$ cat src/rtl/debug_break_watch_monitor_assert.svh
// Assertion macros shared by the break/watch monitor modules.
`ifndef DEBUG_BREAK_WATCH_MONITOR_ASSERT_SVH
`define DEBUG_BREAK_WATCH_MONITOR_ASSERT_SVH

// Same-cycle implication, checked on every rising clock edge outside reset.
`define DBWM_ASSERT_IMPLY(lbl, pre, post, msg) \
   lbl: assert property (@(posedge clock) disable iff (reset) (pre) |-> (post)) \
      else $error(msg);

// Next-cycle implication.
`define DBWM_ASSERT_NEXT(lbl, pre, post, msg) \
   lbl: assert property (@(posedge clock) disable iff (reset) (pre) |=> (post)) \
      else $error(msg);

`endif

$ cat src/rtl/dbwm_pkg.sv
// Constants, request codes, reply words and shared types of the break/watch monitor.
package dbwm_pkg;

   localparam int NUM_SLOTS = 16;
   localparam int ADDR_BITS = 32;
   // Compared address width: the low ADDR_BITS bits of the 32-bit address field.
   localparam int CMP_BITS  = (ADDR_BITS < 32) ? ADDR_BITS : 32;

   localparam logic [3:0] REQ_FETCH    = 4'd0;
   localparam logic [3:0] REQ_ACCESS   = 4'd1;
   localparam logic [3:0] REQ_TRAP     = 4'd2;
   localparam logic [3:0] REQ_ERROR    = 4'd3;
   localparam logic [3:0] REQ_STOP     = 4'd4;
   localparam logic [3:0] REQ_SET_BP   = 4'd5;
   localparam logic [3:0] REQ_CLEAR_BP = 4'd6;
   localparam logic [3:0] REQ_SET_WP   = 4'd7;
   localparam logic [3:0] REQ_CLEAR_WP = 4'd8;
   localparam logic [3:0] REQ_CONNECT  = 4'd9;
   localparam logic [3:0] REQ_DETACH   = 4'd10;
   localparam logic [3:0] REQ_CONTINUE = 4'd11;

   localparam logic [31:0] W_CONT  = 32'h434F4E54;
   localparam logic [31:0] W_OK    = 32'h00004F4B;
   localparam logic [31:0] W_STOP0 = 32'h53494700;
   localparam logic [31:0] W_RESET = 32'h53494703;
   localparam logic [31:0] W_BP    = 32'h53494705;
   localparam logic [31:0] W_WP    = 32'h53494706;
   localparam logic [31:0] W_TRAP  = 32'h53494709;
   localparam logic [31:0] W_ERR   = 32'h54412030;

   localparam logic DEST_LINK = 1'b0;
   localparam logic DEST_CPU  = 1'b1;

   // Search token that walks the slot chain, one cell per cycle.
   typedef struct packed {
      logic valid;
      logic use_wp;   // compare watchpoint slots instead of breakpoint slots
      logic clear;    // invalidate the first slot whose address matches
      logic hit;      // a valid slot matched so far
      logic found;    // any slot matched so far, valid or not
   } probe_type;

endpackage

$ cat src/rtl/dbwm_cell.sv
// One breakpoint slot and one watchpoint slot with the search token stage between cells.
module dbwm_cell (
   input  logic                          clock,
   input  logic                          reset,
   input  logic [dbwm_pkg::CMP_BITS-1:0] cmp_addr,
   input  logic                          set_bp,
   input  logic                          set_wp,
   input  dbwm_pkg::probe_type           probe_in,
   output dbwm_pkg::probe_type           probe_out
);

   logic [dbwm_pkg::CMP_BITS-1:0] bp_addr_ff, bp_addr_in;
   logic [dbwm_pkg::CMP_BITS-1:0] wp_addr_ff, wp_addr_in;
   logic                          bp_act_ff, bp_act_in;
   logic                          wp_act_ff, wp_act_in;
   dbwm_pkg::probe_type           probe_ff, probe_in_next;
   logic                          match;
   logic                          act;
   logic                          do_clear;

   assign match    = probe_in.use_wp ? (wp_addr_ff == cmp_addr) : (bp_addr_ff == cmp_addr);
   assign act      = probe_in.use_wp ? wp_act_ff : bp_act_ff;
   assign do_clear = probe_in.valid & probe_in.clear & match & ~probe_in.found;

   always_comb begin
      bp_addr_in = bp_addr_ff;
      wp_addr_in = wp_addr_ff;
      bp_act_in  = bp_act_ff;
      wp_act_in  = wp_act_ff;
      if (set_bp) begin
         bp_addr_in = cmp_addr;
         bp_act_in  = 1'b1;
      end
      if (set_wp) begin
         wp_addr_in = cmp_addr;
         wp_act_in  = 1'b1;
      end
      if (do_clear) begin
         if (probe_in.use_wp) begin
            wp_act_in = 1'b0;
         end else begin
            bp_act_in = 1'b0;
         end
      end

      probe_in_next       = probe_in;
      probe_in_next.hit   = probe_in.hit | (act & match);
      probe_in_next.found = probe_in.found | match;
   end

   // Stored addresses reset to zero: a clear of address zero can match an unwritten slot.
   always_ff @(posedge clock) begin
      if (reset) begin
         bp_addr_ff <= '0;
         wp_addr_ff <= '0;
         bp_act_ff  <= 1'b0;
         wp_act_ff  <= 1'b0;
         probe_ff   <= '0;
      end else begin
         bp_addr_ff <= bp_addr_in;
         wp_addr_ff <= wp_addr_in;
         bp_act_ff  <= bp_act_in;
         wp_act_ff  <= wp_act_in;
         probe_ff   <= probe_in_next;
      end
   end

   assign probe_out = probe_ff;

`include "debug_break_watch_monitor_assert.svh"

   `DBWM_ASSERT_NEXT(a_clear_first_only, probe_in.valid && probe_in.found && !set_bp && !set_wp, $stable(bp_act_ff) && $stable(wp_act_ff), "slot cleared after an earlier match")

endmodule

$ cat src/rtl/debug_break_watch_monitor.sv
// Top level of the break/watch monitor: request decode, slot chain and reply buffer.
//
// Requests are taken one at a time. Fetch, memory access and the two clear commands
// send a search token down a chain of NUM_SLOTS slot cells, one cell per cycle, so such a
// request occupies the block until the token leaves the last cell; every other request
// goes from decode straight to its last step. Replies (none, one or two per request)
// sit in a two-entry output buffer, so a new request is accepted while earlier replies
// still wait; a request only stalls at its last step if the buffer is not yet empty.
// rsp_tuser is 0 for a word to the debugger link and 1 for the continue signal to the
// processor; rsp_tlast marks the final reply of a request. There is no clearing pass:
// all slots are cleared by reset.
module debug_break_watch_monitor (
   input  logic        clock,
   input  logic        reset,
   input  logic        req_tvalid,
   output logic        req_tready,
   input  logic [71:0] req_tdata,   // addr[31:0], trap_value[63:32], slot[67:64], zero pad
   input  logic [4:0]  req_tuser,   // req_type[3:0], is_reset[4]
   output logic        rsp_tvalid,
   input  logic        rsp_tready,
   output logic [31:0] rsp_tdata,   // word[31:0]
   output logic [0:0]  rsp_tuser,   // dest[0]
   output logic        rsp_tlast
);

   localparam logic [1:0] ST_IDLE   = 2'd0;
   localparam logic [1:0] ST_SWEEP  = 2'd1;
   localparam logic [1:0] ST_FINISH = 2'd2;

   logic [1:0]                    state_ff, state_in;
   logic [3:0]                    req_type_ff;
   logic [dbwm_pkg::CMP_BITS-1:0] req_addr_ff;
   logic [31:0]                   req_trap_ff;
   logic [3:0]                    req_slot_ff;
   logic                          req_is_reset_ff;
   logic                          start_ff, start_in;
   logic                          hit_ff;
   logic                          halted_ff, halted_in;
   logic                          debug_on_ff, debug_in;

   logic [1:0]  out_cnt_ff;
   logic [31:0] out0_word_ff, out1_word_ff;
   logic        out0_dest_ff, out1_dest_ff;
   logic        out0_last_ff, out1_last_ff;

   logic        req_accept;
   logic        rsp_accept;
   logic        needs_probe;
   logic        finish_go;
   logic [1:0]  res_n;
   logic [31:0] w0, w1;
   logic        d0, d1, l0, l1;
   logic        set_bp, set_wp;

   dbwm_pkg::probe_type probe_link [0:dbwm_pkg::NUM_SLOTS];

   assign req_tready = (state_ff == ST_IDLE);
   assign req_accept = req_tvalid & req_tready;
   assign rsp_accept = rsp_tvalid & rsp_tready;
   assign finish_go  = (state_ff == ST_FINISH) && (out_cnt_ff == 2'd0);

   assign needs_probe = req_tuser[3:0] inside {dbwm_pkg::REQ_FETCH, dbwm_pkg::REQ_ACCESS,
                                               dbwm_pkg::REQ_CLEAR_BP, dbwm_pkg::REQ_CLEAR_WP};
   assign start_in = req_accept & needs_probe;

   // Token entering the chain; clears only act while halted.
   always_comb begin
      probe_link[0].valid  = start_ff;
      probe_link[0].use_wp = (req_type_ff == dbwm_pkg::REQ_ACCESS) ||
                             (req_type_ff == dbwm_pkg::REQ_CLEAR_WP);
      probe_link[0].clear  = halted_ff && ((req_type_ff == dbwm_pkg::REQ_CLEAR_BP) ||
                                           (req_type_ff == dbwm_pkg::REQ_CLEAR_WP));
      probe_link[0].hit    = 1'b0;
      probe_link[0].found  = 1'b0;
   end

   for (genvar i = 0; i < dbwm_pkg::NUM_SLOTS; i++) begin : g_cell
      dbwm_cell u_cell (
         .clock     (clock),
         .reset     (reset),
         .cmp_addr  (req_addr_ff),
         .set_bp    (set_bp && finish_go && (int'(req_slot_ff) == i)),
         .set_wp    (set_wp && finish_go && (int'(req_slot_ff) == i)),
         .probe_in  (probe_link[i]),
         .probe_out (probe_link[i+1])
      );
   end

   always_comb begin
      state_in = state_ff;
      unique case (state_ff)
         ST_IDLE: begin
            if (req_accept) begin
               state_in = needs_probe ? ST_SWEEP : ST_FINISH;
            end
         end
         ST_SWEEP: begin
            if (probe_link[dbwm_pkg::NUM_SLOTS].valid) begin
               state_in = ST_FINISH;
            end
         end
         ST_FINISH: begin
            if (out_cnt_ff == 2'd0) begin
               state_in = ST_IDLE;
            end
         end
         default: state_in = ST_IDLE;
      endcase
   end

   // Reply and state update of the request at its last step.
   always_comb begin
      res_n     = 2'd0;
      w0        = dbwm_pkg::W_OK;
      d0        = dbwm_pkg::DEST_LINK;
      l0        = 1'b1;
      w1        = dbwm_pkg::W_CONT;
      d1        = dbwm_pkg::DEST_CPU;
      l1        = 1'b1;
      halted_in = halted_ff;
      debug_in  = debug_on_ff;
      set_bp    = 1'b0;
      set_wp    = 1'b0;
      unique case (req_type_ff)
         dbwm_pkg::REQ_CONNECT: begin
            debug_in = 1'b1;
         end
         dbwm_pkg::REQ_DETACH: begin
            debug_in = 1'b0;
            if (halted_ff) begin
               halted_in = 1'b0;
               res_n     = 2'd2;
               l0        = 1'b0;
            end
         end
         default: begin
            if (!halted_ff) begin
               // running: processor events
               res_n = 2'd1;
               w0    = dbwm_pkg::W_CONT;
               d0    = dbwm_pkg::DEST_CPU;
               case (req_type_ff)
                  dbwm_pkg::REQ_FETCH: begin
                     if (debug_on_ff && hit_ff) begin
                        halted_in = 1'b1;
                        w0        = dbwm_pkg::W_BP;
                        d0        = dbwm_pkg::DEST_LINK;
                     end
                  end
                  dbwm_pkg::REQ_ACCESS: begin
                     if (debug_on_ff && hit_ff) begin
                        halted_in = 1'b1;
                        res_n     = 2'd2;
                        w0        = dbwm_pkg::W_WP;
                        d0        = dbwm_pkg::DEST_LINK;
                        l0        = 1'b0;
                        w1        = 32'(req_addr_ff);
                        d1        = dbwm_pkg::DEST_LINK;
                     end
                  end
                  dbwm_pkg::REQ_TRAP: begin
                     if (debug_on_ff) begin
                        halted_in = 1'b1;
                        res_n     = 2'd2;
                        w0        = dbwm_pkg::W_TRAP;
                        d0        = dbwm_pkg::DEST_LINK;
                        l0        = 1'b0;
                        w1        = req_trap_ff;
                        d1        = dbwm_pkg::DEST_LINK;
                     end
                  end
                  dbwm_pkg::REQ_ERROR: begin
                     if (debug_on_ff) begin
                        halted_in = 1'b1;
                        w0        = dbwm_pkg::W_ERR;
                        d0        = dbwm_pkg::DEST_LINK;
                     end
                  end
                  dbwm_pkg::REQ_STOP: begin
                     halted_in = 1'b1;
                     w0        = req_is_reset_ff ? dbwm_pkg::W_RESET : dbwm_pkg::W_STOP0;
                     d0        = dbwm_pkg::DEST_LINK;
                  end
                  default: res_n = 2'd0;
               endcase
            end else begin
               // halted: debugger commands, events ignored
               res_n = 2'd1;
               case (req_type_ff)
                  dbwm_pkg::REQ_SET_BP: set_bp = 1'b1;
                  dbwm_pkg::REQ_SET_WP: set_wp = 1'b1;
                  dbwm_pkg::REQ_CLEAR_BP, dbwm_pkg::REQ_CLEAR_WP: begin
                     // slot already invalidated during the chain walk
                  end
                  dbwm_pkg::REQ_CONTINUE: begin
                     halted_in = 1'b0;
                     w0        = dbwm_pkg::W_CONT;
                     d0        = dbwm_pkg::DEST_CPU;
                  end
                  default: res_n = 2'd0;
               endcase
            end
         end
      endcase
   end

   always_ff @(posedge clock) begin
      if (reset) begin
         state_ff    <= ST_IDLE;
         start_ff    <= 1'b0;
         halted_ff   <= 1'b0;
         debug_on_ff <= 1'b0;
         out_cnt_ff  <= 2'd0;
      end else begin
         state_ff <= state_in;
         start_ff <= start_in;
         if (finish_go) begin
            halted_ff   <= halted_in;
            debug_on_ff <= debug_in;
            out_cnt_ff  <= res_n;
         end else if (rsp_accept) begin
            out_cnt_ff <= (out_cnt_ff == 2'd2) ? 2'd1 : 2'd0;
         end
      end
   end

   always_ff @(posedge clock) begin
      if (req_accept) begin
         req_type_ff     <= req_tuser[3:0];
         req_is_reset_ff <= req_tuser[4];
         req_addr_ff     <= req_tdata[dbwm_pkg::CMP_BITS-1:0];
         req_trap_ff     <= req_tdata[63:32];
         req_slot_ff     <= req_tdata[67:64];
      end
      if (probe_link[dbwm_pkg::NUM_SLOTS].valid) begin
         hit_ff <= probe_link[dbwm_pkg::NUM_SLOTS].hit;
      end
      if (finish_go) begin
         out0_word_ff <= w0;
         out0_dest_ff <= d0;
         out0_last_ff <= l0;
         out1_word_ff <= w1;
         out1_dest_ff <= d1;
         out1_last_ff <= l1;
      end else if (rsp_accept) begin
         out0_word_ff <= out1_word_ff;
         out0_dest_ff <= out1_dest_ff;
         out0_last_ff <= out1_last_ff;
      end
   end

   assign rsp_tvalid   = (out_cnt_ff != 2'd0);
   assign rsp_tdata    = out0_word_ff;
   assign rsp_tuser[0] = out0_dest_ff;
   assign rsp_tlast    = out0_last_ff;

`include "debug_break_watch_monitor_assert.svh"

   `DBWM_ASSERT_IMPLY(a_token_in_sweep, probe_link[dbwm_pkg::NUM_SLOTS].valid, state_ff == ST_SWEEP, "chain token returned outside sweep")
   `DBWM_ASSERT_IMPLY(a_pair_not_last, out_cnt_ff == 2'd2, !out0_last_ff, "first of two replies marked last")
   `DBWM_ASSERT_NEXT(a_accept_busy, req_accept, state_ff != ST_IDLE, "request accepted but block stayed idle")

endmodule
$ cat config.mk
export PLATFORM = sky130hd
export DESIGN_NAME = debug_break_watch_monitor
export DESIGN_NICKNAME = d
export VERILOG_FILES = /design/src/rtl/dbwm_pkg.sv /design/src/rtl/dbwm_cell.sv /design/src/rtl/debug_break_watch_monitor.sv
export VERILOG_INCLUDE_DIRS = /design/src /design/src/rtl
export SDC_FILE = /design/constraint.sdc
export NUM_CORES = 2
export LEC_CHECK = 0
export BUFFER_PORTS_ARGS = -buffer_cell sky130_fd_sc_hd__buf_2
export CAP_MARGIN = 20
export CELL_PAD_IN_SITES_DETAIL_PLACEMENT = 1
export CELL_PAD_IN_SITES_GLOBAL_PLACEMENT = 2
export CORE_MARGIN = 4
export CORE_UTILIZATION = 39
export CTS_CLUSTER_DIAMETER = 80
export DETAILED_ROUTE_END_ITERATION = 12
export PLACE_DENSITY = 0.9
export SKIP_LAST_GASP = 1
export SLEW_MARGIN = 10
export SYNTH_ARGS = -nofsm -noshare
export SYNTH_HDL_FRONTEND = slang
export SYNTH_SLANG_ARGS = --single-unit
$ cat constraint.sdc
create_clock -name clock -period 4.5 [get_ports clock]
set_input_delay 0.9 -clock clock [delete_from_list [all_inputs] [get_ports clock]]
set_output_delay 0.9 -clock clock [all_outputs]
set_load 0.03 [all_outputs]
; After elaboration in Yosys (flattened, before gate mapping)
; Index checks and enable logic that the tools add are counted.
[totals]
latch_bits = 0
inputBits = 81
regBits = 1281
n_memories = 0
rom_bits = 0
wordCells = 576
ram_bits = 0
[op_classes]
reduce_logical = 57
shifts = 0
eq_ne = 67
mul = 0
bitwise_logic = 111
div = 0
magnitude_cmp = 0
n_mux = 184
addsub = 0
[ops]
columns = op, count
row1 = equality test 32 bit, 32
row2 = two-way mux 32 bit, 6
row3 = two-way mux 1 bit, 151
row4 = one-hot mux 29 bit (5 select lines), 1
row5 = two-way mux 29 bit, 4
row6 = bitwise AND 1 bit, 66
row7 = one-hot mux 32 bit (2 select lines), 1
row8 = "equality test 4 bit, second input constant", 13
row9 = logical AND 1 bit, 37
row10 = "equality test 4 x 3 -> 1 bit, second input constant", 9
row11 = two-way mux 31 bit, 1
row12 = OR 1 bit, 29
row13 = two-way mux 2 bit, 11
row14 = "equality test 4 x 2 -> 1 bit, second input constant", 4
row15 = NOT 1 bit, 16
row16 = "equality test 4 x 1 -> 1 bit, second input constant", 3
row17 = zero test 4 bit, 3
row18 = one-hot mux 2 bit (3 select lines), 2
row19 = one-hot mux 1 bit (2 select lines), 4
row20 = "!= test 2 x 1 -> 1 bit, second input constant", 3
row21 = one-hot mux 1 bit (3 select lines), 2
row22 = nonzero test 2 bit, 3
row23 = OR reduction 2 bit, 3
row24 = OR reduction 3 bit, 2
row25 = other kinds (9), 13

; Longest topological paths before layout
[depth]
ltp_word = 9
mapped_depth = 9
ltp_nobuf = 7

; Hierarchy
; A second synthesis with hierarchy kept.
[unflattened]
cells_unflattened = 5373
hier_area_um2 = 56564.2
[by_module_without_submodules]
columns = module, cells_per_inst, n_inst, seq_area_each_um2, area_each_um2
row1 = dbwm_cell, 309, 16, 1421.4, 3159.3
row2 = debug_break_watch_monitor, 429, 1, 4374.2, 6015.8

; Least setup slack after synthesis
; OpenSTA, ideal clock, no wires.
[synth_timing]
kind = reg-to-reg
start = register state_ff[1]
end = register out0_word_ff[0], in the netlist rsp_tdata[0] (enable)
setup_slack_ns = 1.090
stages_incl_launch_ff = 6
setup_ns = 0.390
synth_period_minus_slack_ns = 3.410
t_arrival_ns = 3.020
path_cell_list = dfxtp_1 > or4b_4 > inv_2 > buf_4 > clkbuf_1 > a21o_1
[synth_via]
elab_chain_cells = 3
[synth_lines]
columns = item, line_no
row1 = "start, declared", debug_break_watch_monitor.sv:30  ; logic [1:0] state_ff, state_in;
row2 = "start signal, assigned", debug_break_watch_monitor.sv:215  ; state_ff <= state_in;
row3 = equality test 2 bit, debug_break_watch_monitor.sv:60  ; assign finish_go = (state_ff == ST_FINISH) && (out_cnt_ff == 2'd0);
row4 = logical AND 1 bit, debug_break_watch_monitor.sv:60
row5 = named net finish_go, debug_break_watch_monitor.sv:49  ; logic finish_go;
row6 = nonzero test 2 bit (no source line), -
row7 = "end signal, assigned", debug_break_watch_monitor.sv:239  ; out0_word_ff <= w0;
row8 = "end signal, assigned", debug_break_watch_monitor.sv:246  ; out0_word_ff <= out1_word_ff;
row9 = "end, declared", debug_break_watch_monitor.sv:42  ; logic [31:0] out0_word_ff, out1_word_ff;
; The timed path passes the listed nets, and every way through them passes these cells.
; A chain may end at the register's enable or synchronous reset.

; Worst setup path in the final report
[layout_timing]
start = register state_ff[1]
end = register g_cell[9].u_cell.bp_addr_ff[14] in the netlist's numbering
[layout_via]
elab_chain_cells = 4
[layout_lines]
columns = item, line_no
row1 = equality test 2 bit, debug_break_watch_monitor.sv:60
row2 = logical AND 1 bit, debug_break_watch_monitor.sv:60
row3 = logical AND 1 bit (2 in a row), debug_break_watch_monitor.sv:82  ; .set_bp (set_bp && finish_go && (int'(req_slot_ff) == i)),
row4 = "end signal, assigned", dbwm_cell.sv:60  ; bp_addr_ff <= bp_addr_in;
row5 = "end, declared", dbwm_cell.sv:12  ; logic [dbwm_pkg::CMP_BITS-1:0] bp_addr_ff, bp_addr_in;
; No other way between the ends.

==> impl_metrics.tcl <==
set metrics [dict create \
    status "finished, final reports clean" \
    layout.nets 6653 \
    grt_use_met2 0.407 \
    clkTransAtPathRegs_ns 0.06 \
    comb_power_share 0.061 \
    cts_hold_buf 0 \
    grt_overflow 0 \
    synth_top_area_cell "dfxtp_1" \
    ys_seq_area_frac 0.474 \
    post-place-ws_ns 1.05 \
    numCtsBuffers 139 \
    dr.pass1.iters 7 \
    criticalPathCategory "reg -> reg" \
    grt_pass1_vias 48214 \
    cts_resized 0 \
    start_kind "register" \
    final-setup-viol-count 0 \
    port_buffers 112 \
    ys_types 68 \
    gr-max-usage-layer "met2" \
    core_region_area_um2 146000 \
    netlist_area_um2 57100 \
    end_kind "register" \
    mostFrequentLayoutCells "nand2_1 (1891), dfxtp_1 (1125), a21oi_1 (1051), mux2i_1 (497), xnor2_1 (496)" \
    antenna_found_initial 0 \
    rsz0062_at_grt "no" \
    p_switching_mw 5.97 \
    ir_worst_vdd_uv 311 \
    gp_congestion 0.780 \
    place_inst 8346 \
    detail-route-antenna-nets 0 \
    p_seq_frac 0.476 \
    layout_setup_ws_ns 0.987 \
    power.leakage_nw 19.0 \
    report.final.slew_viol_count 0 \
    ys_ff_latch 1281 \
    pwr-share-clk 0.463 \
    die_w_um 391 \
    grt_max_degree 222 \
    synthArstFlopShare 0 \
    cts.sinks 1281 \
    post-route-drc-count 0 \
    finalHoldViolations 0 \
    tns_ns 0 \
    internal_power_mw 18.7 \
    postCtsSetupRepairBufs 0 \
    die_h_um 391 \
    num_rows 140 \
    routed-via-count 46940 \
    drv_cap 0 \
    synth.avg_cell_area_um2 8.44 \
    die_area_um2 152000 \
    mostFrequentLayoutCell "nand2_1" \
    diodes 0 \
    drive_gt1_frac 0.0834 \
    switching_share 0.242 \
    period_share 0.781 \
    worstPathRequired_ns 5.18 \
    fmax_ghz 0.285 \
    synth_warnings 0 \
    initial_core_util 0.392 \
    final_cell_count_no_fill 8595 \
    syn_inst 6763 \
    arrival_ns 4.19 \
    hold_class "in -> reg" \
    grt_pass1_wl_um 283000 \
    cts_max_level 4 \
    clk_path_buf_depth 3 \
    grt_usage 0.234 \
    relSlewSlack 0.160 \
    worstSkewPairLatency_ns 0.77 \
    use_met3 0.0283 \
    fin_worst_skew_ns 0.0276 \
    synth_edf_count 141 \
    design.portCount 117 \
    synthDominantCellAreaShare 0.400 \
    p_per_area_nw_per_um2 389 \
    min_period_ns 3.51 \
    grt_use_met1 0.305 \
    syn_nets 6844 \
    drtIter0Drc 3213 \
    hpwl_um 108000 \
    synth_ff_type "dfxtp_1" \
    worstMarginPinSlew_ns 1.26 \
    crit_fanout 31 \
    syn_to_final_growth_pct 11.2 \
    routedWlPerCell_um 21.4 \
    cts-root-buf "clkbuf_16" \
    utilization 0.436 \
    postRouteWirelength_um 184000 \
    synth.area.top_cells "dfxtp_1 (40%), nand2_1 (12%), a21oi_1 (9.2%)" \
    viasPerCell 5.46 \
    tritoncts "yes" \
]
==> path summary, 6_finish.rpt <==
kind                                              from                                      endpoint  slack, ns  depth (start not counted)
max                           state_ff[1]$_SDFFE_PP0P_  g_cell[9].u_cell.bp_addr_ff[14]$_SDFFE_PP0P_       0.99                          8
min                                      req_tdata[31]                     req_addr_ff[31]$_DFFE_PP_       0.30                          1
max reg2reg                   state_ff[1]$_SDFFE_PP0P_  g_cell[9].u_cell.bp_addr_ff[14]$_SDFFE_PP0P_       0.99                          8
min reg2reg  g_cell[15].u_cell.probe_out[1]$_SDFF_PP0_                              hit_ff$_DFFE_PP_       0.44                          0
==> metal layers <==
layer,vias to the layer above,wire length (um)
li1,22091,-
met1,23682,82700
met2,935,88600
met3,232,7460
met4,0,4860
met5,-,0
==> power by group through the flow <==
stage                     logic [mW]  clock network (mW)  registers (mW)
final                           1.50                11.4            11.8
after global routing            1.57                12.1            11.8
after CTS                       1.49                11.7            11.8
after detailed placement        1.47                   0            12.0
after global placement          1.45                   0            12.0
after floorplan                0.906                   0            11.9
==> critical path: stages, from the launching register on <==
cell     delay, ns
dfxtp_1       0.44
or4b_4        0.74
inv_2         0.19
nand2_1       0.08
or2_1         0.65
nor2_4        0.79
buf_4         0.29
nand2_1       0.06
a21oi_1       0.16
==> registers in the layout (all words and copies together) (netlist names), 2 cells and up <==
name / cells
g_cell.u_cell.bp_act_ff: 16
out_cnt_ff: 2
g_cell.u_cell.wp_act_ff: 16
state_ff: 2
out1_word_ff: 32
req_addr_ff: 32
g_cell.u_cell.bp_addr_ff: 512
rsp_tdata: 32
g_cell.u_cell.wp_addr_ff: 512
req_type_ff: 4
g_cell.u_cell.probe_out: 77
req_trap_ff: 32
req_slot_ff: 4
==> metrics by stage <==
step / area, um2 / hold WS (ns) / power, mW
floorplan: 57100 / 0.386 / 12.8
global placement: 58900 / 0.430 / 13.5
detailed placement: 58900 / 0.429 / 13.5
CTS: 63400 / 0.241 / 24.9
global route: 63500 / 0.265 / 25.4
finish: 63500 / 0.300 / 24.7
==> synthesized netlist by cell type, types with 21 or more instances <==
library cell  number
mux2i_1          497
nor2_1           134
and2_1            26
nor4_1           129
buf_4             39
xnor2_1          496
nand3_1          226
nand2b_1          28
dfxtp_1         1140
nand2_1         1891
nor2_4            21
a21oi_1         1051
edfxtp_1         141
clkbuf_1         347
inv_1             47
nor2b_1           39
xor2_1            25
buf_2            211
o21ai_0           26
nand4_1           36
==> logic make-up after synthesis <==
group	count (synthesis)	share of synthesized area
compound gates	1205	0.112
flops	1281	0.474
xor+xnor	521	0.0800
simple gates	2591	0.194
mux	498	0.0874
buf+inv	667	0.0524
==> final cells by class <==
| class | instances | area, um2 |
|---|---|---|
| fill | 16997 | 82100 |
| sequential | 1281 | 27100 |
| multi-input combinational | 4815 | 27000 |
| clock buffer | 218 | 4230 |
| tap | 1917 | 2400 |
| timing repair buffer | 286 | 2250 |
| clock inverter | 29 | 274 |
| inverter | 49 | 184 |
No activity file was read; power rests on OpenSTA's default activity.
